**config.mk**
```make
export PLATFORM = sky130hd
export DESIGN_NAME = cbm_ctrl
export DESIGN_NICKNAME = d
export VERILOG_FILES = /design/src/hdl/cbm_pkg.sv /design/src/hdl/cbm_ctrl.sv
export SDC_FILE = /design/constraint.sdc
export NUM_CORES = 1
export LEC_CHECK = 0
export BUFFER_PORTS_ARGS = -buffer_cell sky130_fd_sc_hd__buf_4
export CAP_MARGIN = 20
export CORE_MARGIN = 3
export CORE_UTILIZATION = 39
export DETAILED_ROUTE_END_ITERATION = 8
export PLACE_DENSITY = 0.8
export SYNTH_ARGS = -nofsm -noshare
export SYNTH_HDL_FRONTEND = slang
export SYNTH_SLANG_ARGS = --single-unit
```
**constraint.sdc**
```tcl
create_clock -name i_clk -period 1.75 [get_ports i_clk]
set_input_delay 0.35 -clock i_clk [delete_from_list [all_inputs] [get_ports i_clk]]
set_output_delay 0.35 -clock i_clk [all_outputs]
set_load 0.01 [all_outputs]
```
**src/hdl/cbm_pkg.sv**
```systemverilog
// ----------------------------------------------------------------------------
// cbm_pkg
// Shared types and constants of the cartridge bank mapper: payload structs,
// result kinds, register indexes and the internal request structs.
// ----------------------------------------------------------------------------
package cbm_pkg;

    localparam int RAM_BANKS      = 4;
    localparam int RAM_BANK_BYTES = 8192;
    localparam int RAM_BANK_W     = $clog2(RAM_BANKS);
    localparam int RAM_OFF_W      = $clog2(RAM_BANK_BYTES);
    localparam int RAM_ADDR_W     = RAM_BANK_W + RAM_OFF_W;

    localparam int ROM_ADDR_W     = 19;
    localparam int ROM_OFF_W      = 14;
    localparam int ROM_BANK_W     = 5;

    localparam int CFG_INDEX_W    = 8;

    localparam logic [7:0] BYTE_FF      = 8'hFF;
    localparam logic [3:0] RAM_EN_KEY   = 4'hA;
    localparam logic [2:0] RAM_SIZE_MAX = 3'h2;

    typedef enum logic [CFG_INDEX_W-1:0] {
        CFG_ROM_BANK_COUNT = 8'd0,
        CFG_RAM_SIZE_CODE  = 8'd1
    } t_cfg_index;

    typedef enum logic [1:0] {
        KIND_ROM   = 2'd0,
        KIND_READ  = 2'd1,
        KIND_WRITE = 2'd2
    } t_kind;

    // Control register window below 0x8000, selected by address bits 14:13
    typedef enum logic [1:0] {
        SEL_RAM_EN   = 2'd0,
        SEL_ROM_BANK = 2'd1,
        SEL_RAM_BANK = 2'd2,
        SEL_MODE     = 2'd3
    } t_ctl_sel;

    typedef struct packed {
        logic        opcode;
        logic [15:0] bus_address;
        logic [7:0]  write_data;
    } t_in_item;

    typedef struct packed {
        logic [1:0]            result_kind;
        logic [ROM_ADDR_W-1:0] rom_address;
        logic [7:0]            read_data;
    } t_out_item;

    typedef struct packed {
        logic                  re;
        logic                  we;
        logic [RAM_ADDR_W-1:0] addr;
        logic [7:0]            wdata;
    } t_mem_req;

    typedef struct packed {
        t_kind                 kind;
        logic [ROM_ADDR_W-1:0] rom_addr;
        logic                  use_ram;
        logic [7:0]            fixed_data;
    } t_issue;

endpackage

```
**src/hdl/cbm_ctrl.sv**
```systemverilog
// ----------------------------------------------------------------------------
// cbm_ctrl
// Configuration and banking registers, bus decode and RAM request issue.
// ----------------------------------------------------------------------------
module cbm_ctrl
    import cbm_pkg::*;
(
    input  logic                   i_clk,
    input  logic                   i_rst_n,
    input  logic                   i_cfg_we,
    input  logic [CFG_INDEX_W-1:0] i_cfg_index,
    input  logic [7:0]             i_cfg_data,
    input  logic                   i_accept,
    input  t_in_item               i_item,
    output t_mem_req               o_mem,
    output t_issue                 o_issue
);

    logic [7:0]            r_rom_bank_count, n_rom_bank_count;
    logic [2:0]            r_ram_size_code,  n_ram_size_code;
    logic                  r_ram_enabled,    n_ram_enabled;
    logic [ROM_BANK_W-1:0] r_rom_bank,       n_rom_bank;
    logic [1:0]            r_ram_bank,       n_ram_bank;
    logic                  r_mode,           n_mode;

    logic [7:0]            mask;
    logic [15:0]           addr;
    logic                  is_write;
    logic                  rom_lo, rom_hi, ram_win;
    logic [ROM_BANK_W-1:0] wr_bank;
    logic [ROM_BANK_W-1:0] rd_bank;
    logic [RAM_BANK_W-1:0] ram_bank_idx;

    assign mask     = r_rom_bank_count - 8'd1;
    assign addr     = i_item.bus_address;
    assign is_write = i_item.opcode;
    assign rom_lo   = (addr[15:14] == 2'b00);
    assign rom_hi   = (addr[15:14] == 2'b01);
    assign ram_win  = (addr[15:13] == 3'b101);

    assign wr_bank = (i_item.write_data[ROM_BANK_W-1:0] == '0) ? ROM_BANK_W'(1)
                   : (i_item.write_data[ROM_BANK_W-1:0] & mask[ROM_BANK_W-1:0]);
    assign rd_bank = r_rom_bank & mask[ROM_BANK_W-1:0];

    // RAM bank select applies only above RAM_SIZE_MAX in banking mode, else bank 0
    assign ram_bank_idx = ((r_ram_size_code > RAM_SIZE_MAX) && r_mode)
                        ? r_ram_bank[RAM_BANK_W-1:0] : '0;

    always_comb begin
        n_rom_bank_count = r_rom_bank_count;
        n_ram_size_code  = r_ram_size_code;
        if (i_cfg_we) begin
            unique case (i_cfg_index)
                CFG_ROM_BANK_COUNT: n_rom_bank_count = i_cfg_data;
                CFG_RAM_SIZE_CODE:  n_ram_size_code  = i_cfg_data[2:0];
                default: ;
            endcase
        end
    end

    always_comb begin
        n_ram_enabled = r_ram_enabled;
        n_rom_bank    = r_rom_bank;
        n_ram_bank    = r_ram_bank;
        n_mode        = r_mode;
        if (i_accept && is_write && !addr[15]) begin
            unique case (t_ctl_sel'(addr[14:13]))
                SEL_RAM_EN:   n_ram_enabled = (i_item.write_data[3:0] == RAM_EN_KEY);
                SEL_ROM_BANK: n_rom_bank    = wr_bank;
                SEL_RAM_BANK: n_ram_bank    = i_item.write_data[1:0];
                SEL_MODE:     n_mode        = i_item.write_data[0];
                default: ;
            endcase
        end
    end

    always_ff @(posedge i_clk) begin
        if (!i_rst_n) begin
            r_rom_bank_count <= 8'd2;
            r_ram_size_code  <= '0;
            r_ram_enabled    <= 1'b0;
            r_rom_bank       <= '0;
            r_ram_bank       <= '0;
            r_mode           <= 1'b0;
        end else begin
            r_rom_bank_count <= n_rom_bank_count;
            r_ram_size_code  <= n_ram_size_code;
            r_ram_enabled    <= n_ram_enabled;
            r_rom_bank       <= n_rom_bank;
            r_ram_bank       <= n_ram_bank;
            r_mode           <= n_mode;
        end
    end

    // RAM access goes out in the accept cycle
    always_comb begin
        o_mem.addr  = {ram_bank_idx, addr[RAM_OFF_W-1:0]};
        o_mem.wdata = i_item.write_data;
        o_mem.we    = i_accept && is_write && ram_win && r_ram_enabled;
        o_mem.re    = i_accept && !is_write && ram_win && r_ram_enabled;
    end

    always_comb begin
        o_issue.kind       = KIND_READ;
        o_issue.rom_addr   = '0;
        o_issue.use_ram    = 1'b0;
        o_issue.fixed_data = '0;
        if (is_write) begin
            o_issue.kind = KIND_WRITE;
        end else if (rom_lo) begin
            o_issue.kind     = KIND_ROM;
            o_issue.rom_addr = {{(ROM_ADDR_W-ROM_OFF_W){1'b0}}, addr[ROM_OFF_W-1:0]};
        end else if (rom_hi) begin
            o_issue.kind     = KIND_ROM;
            o_issue.rom_addr = {rd_bank, addr[ROM_OFF_W-1:0]};
        end else if (ram_win && r_ram_enabled) begin
            o_issue.use_ram = 1'b1;
        end else begin
            o_issue.fixed_data = BYTE_FF;
        end
    end

    a_we_needs_enable: assert property (@(posedge i_clk) disable iff (!i_rst_n)
        o_mem.we |-> (r_ram_enabled && i_accept))
        else $error("RAM write issued while RAM disabled");

    a_no_rw_overlap: assert property (@(posedge i_clk) disable iff (!i_rst_n)
        !(o_mem.we && o_mem.re))
        else $error("RAM read and write issued together");

endmodule

```
# Word level (Yosys, flattened, before mapping)
# Cells that the tools add are included.
# W data, S select, Z words.
[word_totals]
reg_bits = 17
[classes]
n_reduce_logical = 21
add_sub_neg = 1
order_cmp = 1
n_mux = 10
eq_ne = 7
n_bitwise = 2
[ops]
columns = ["operator", "n"]
rows = [
  ["$mux W20", 2],
  ["$mux W28", 1],
  ["$mux W9", 2],
  ["$reduce_and A2 Y1", 6],
  ["$and A5 B5 Y5", 2],
  ["$logic_and A1 B1 Y1", 9],
  ["$eq A8 B1 Y1 const B", 1],
  ["$logic_not A8 Y1", 1],
  ["$mux W8", 1],
  ["$logic_not A5 Y1", 1],
  ["$mux W5", 1],
  ["$sub A5 B1 Y5 const B", 1],
  ["$eq A2 B1 Y1 const B", 2],
  ["$eq A2 B2 Y1 const B", 2],
  ["$eq A4 B4 Y1 const B", 1],
  ["$logic_not A2 Y1", 2],
  ["$mux W2", 2],
  ["$eq A3 B3 Y1 const B", 1],
  ["$gt A3 B2 Y1 const B", 1],
  ["$logic_not A1 Y1", 2],
  ["$mux W1", 1],
]

# Logic depth before layout (Yosys ltp)
[depth]
depth_word = 6
depth_mapped = 5
ltp_nobuf = 5

# Worst setup path before layout
# OpenSTA, ideal clock, no wires.
[synth_timing]
kind = "input to output"
startpoint = "input i_item[22] (netlist name)"
endpoint = "output o_issue[1] (netlist name)"
setup_slack_ns = -0.009
stages = 4
arrival_ns = 1.409
cell_sequence = "clkbuf_1 > nor2b_1 > a21oi_1 > buf_4"
[synth_rtl]
columns = ["item", "line_no", "rtl"]
rows = [
  ["start: declaration", "cbm_ctrl.sv:14", "input t_in_item i_item,"],
  ["end: declaration", "cbm_ctrl.sv:16", "output t_issue o_issue"],
]

==> flow_summary.json <==
{
  "cp_slowest_cell": "dfxtp_2",
  "synth_adder_area_share": 0.01007,
  "drv_cap": 0,
  "worst-path-buf-inv": 2,
  "synth_most_common_cell": "buf_4",
  "critPathArrivalTime_ns": 1.55,
  "ys_async_sr_fraction": 0,
  "dr_total_vias": 1273,
  "placed_cell_area_sq_um": 1744,
  "yosysTopAreaCell": "dfxtp_1",
  "io_pins": 100,
  "synth_top_cell_area_share": 0.2739,
  "fin_nets": 274,
  "syn_inst": 162,
  "ys_seq_area_frac": 0.2739,
  "dp.cells": 260,
  "hold_class": "input port to flip-flop",
  "synthTopCellsByCount": "buf_4, and2_1, dfxtp_1",
  "dr.first_iter.drc_count": 29,
  "slowest_delay_ns": 0.35,
  "synth.distinct_cells": 32,
  "grt_pass1_vias": 1219,
  "clock-sinks": 17,
  "drt_wl_total_microns": 3536,
  "gp_congestion": 0.7782,
  "clockRootBuffer": "clkbuf_4",
  "fin_util": 0.6337,
  "drt-pass1-iter-count": 4,
  "hold_viol": 0,
  "setup_violations": 3,
  "yosys-top-cells-area": "dfxtp_1, buf_4, and2_1",
  "netlist_area_sq_um": 1242,
  "antenna_found_initial": 0,
  "synthMuxAreaShare": 0.06445,
  "fmax_mhz": 527.1,
  "tritoncts": "built",
  "dp_slack_ns": 0.02054,
  "path_cells": "inv_2 > ha_4 > nor3b_4 > xor2_1 > and3_1 > buf_6",
  "grt_remaining_overflow": 0,
  "portBuffers": 90,
  "fillers": 271,
  "clk_pin_slew_ns": 0.10,
  "synth_xor_area_frac": 0.02115,
  "fin_area_sq_um": 1838,
  "coreArea_sq_um": 2900,
  "grt_pass1_wl_microns": 5506,
  "cts_max_level": 1,
  "crit_family": "simple AND/OR/NAND/NOR gates",
  "synth.ff_latch_count": 17,
  "cellPowerDensity_nw_per_um2": 454.7,
  "fin_tns_setup_ns": -0.2959,
  "track_usage": 0.1731,
  "antenna_left": 0,
  "outcome": "finished, violations left",
  "yosysWarnings": 0,
  "end_kind": "output port",
  "fin_cells": 269,
  "leakagePower_nw": 0.9080,
  "drc": 0,
  "synth_simple_gate_area_frac": 0.3263,
  "worst_pin_slew_ns": 0.3399,
  "clock-skew-final_ns": 0.004163,
  "critPathKind": "flip-flop to output port",
  "synth_top_family_by_area": "simple AND/OR/NAND/NOR gates",
  "synth_flop_cell": "dfxtp_1",
  "hpwl_microns": 2820,
  "avgSynthCellArea_sq_um": 7.669,
  "cp-start-kind": "flip-flop",
  "rsz0062_at_grt": "true",
  "period_share": 1.084,
  "cts_buffer_depth": 2,
  "antenna_cells": 0,
  "max_slew_margin": 0.7729,
  "die_h_microns": 62.44,
  "violations": "negative setup slack",
  "worstPathRequired_ns": 1.40,
  "syn-num-nets": 208,
  "ir_drop_mv": 0.5008,
  "critPathMaxFanout": 3,
  "slew_violations": 0,
  "clk_latency_ns": 0.29,
  "row_count": 19,
  "seqCellArea_sq_um": 342.8,
  "post_route_cells_drive_above_1_share": 0.4758,
  "grt_max_degree": 18,
  "chipWidth_microns": 62.44,
  "synth_edf_count": 0,
  "fin_crit_ns": 1.897,
  "worst_slack_ns": -0.1473,
  "hold_buffers": 0,
  "die_area_sq_um": 3899,
  "syn2layout_area_growth_pct": 47.94,
  "multi_input_area_sq_um": 661.9,
  "detail_route.wl_per_cell_microns": 13.14,
  "vias_per_cell": 4.732,
  "numCtsBuffers": 3,
  "synth-compound-area-share": 0.08862,
  "initial_core_util": 0.4284
}
-- path summary, 6_finish.rpt --
path	endpoint	cells past startpoint	slack, ns	startpoint
min	r_rom_bank_count[3]	3	0.31	i_cfg_data[3]
min reg2reg	r_rom_bank[4]	2	0.46	r_rom_bank[4]
max reg2reg	r_rom_bank[4]	7	0.40	r_rom_bank_count[0]
max	o_issue[27]	6	-0.15	r_rom_bank_count[0]
-- layout by cell type, fill, tap and decap left out, types with 2 or more instances in the layout --
master      n
buf_4      96
and2_1     18
nand2_1    16
dfxtp_1    15
nor2_1      8
a21oi_1     8
mux2i_1     8
nor3_1      5
nand4_1     5
o21ai_0     5
and3_1      4
xor2_1      3
inv_1       3
clkbuf_4    3
inv_2       2
and3b_1     2
nand2b_1    2
nand3b_1    2
nor2b_1     2
nand4b_1    2
o2bb2ai_1   2
dfxtp_2     2
-- registers in the layout (all words and copies together) (netlist names) --
| name | flops |
|---|---|
| r_mode | 1 |
| r_ram_bank | 2 |
| r_ram_enabled | 1 |
| r_ram_size_code | 3 |
| r_rom_bank | 5 |
| r_rom_bank_count | 5 |
-- timing repair --
action	in CTS	in global routing
setup endpoints to repair	3	3
setup buffers	2	3
pin swaps	3	3
resized for setup	8	1
-- report_power, final --
| part | total [mW] | switching, mW | internal [mW] |
|---|---|---|---|
| Combinational | 0.237 | 0.108 | 0.130 |
| Clock | 0.209 | 0.121 | 0.0886 |
| Sequential | 0.389 | 0.000778 | 0.388 |
| Total | 0.836 | 0.229 | 0.606 |
-- routing by layer --
metal  up-vias  share of wire  GRT usage  routed length, microns
li1        647              -          -                       -
met5         -              0          0                       0
met1       573           0.39     0.1879                    1391
met2        46           0.53     0.3169                    1877
met4         0          0.015    0.05510                      53
met3         7          0.061    0.05396                     214
-- area by class of cell --
class,instances,area share
sequential,17,0.1865
multi-input combinational,103,0.3601
clock buffer,4,0.01430
timing repair buffer,97,0.3982
tap,42,0.02859
inverter,6,0.01225
-- per-stage QoR --
stage | hold slack (ns) | power, mW
CTS | 0.3053 | 0.8390
floorplan | 0.4249 | 0.5268
global route | 0.3070 | 0.8857
detailed placement | 0.4457 | 0.6350
finish | 0.3087 | 0.8357
global placement | 0.4413 | 0.6318
-- tightest hold or removal path, stage by stage --
cell and delay, ns:
buf_4 0.11, nand2_1 0.05, mux2i_1 0.06
-- cells by family (layout without fill, tap and decap cells) --
kind of cell | after synthesis | after routing
AND/OR/NAND/NOR | 72 | 72
adder cells (fa/ha/maj) | 1 | 1
flip-flops | 17 | 17
multiplexers | 8 | 8
AO/OA/AOI/OAI | 19 | 19
buffers and inverters | 42 | 107
XOR/XNOR | 3 | 3
(Power assumes the default switching activity.)
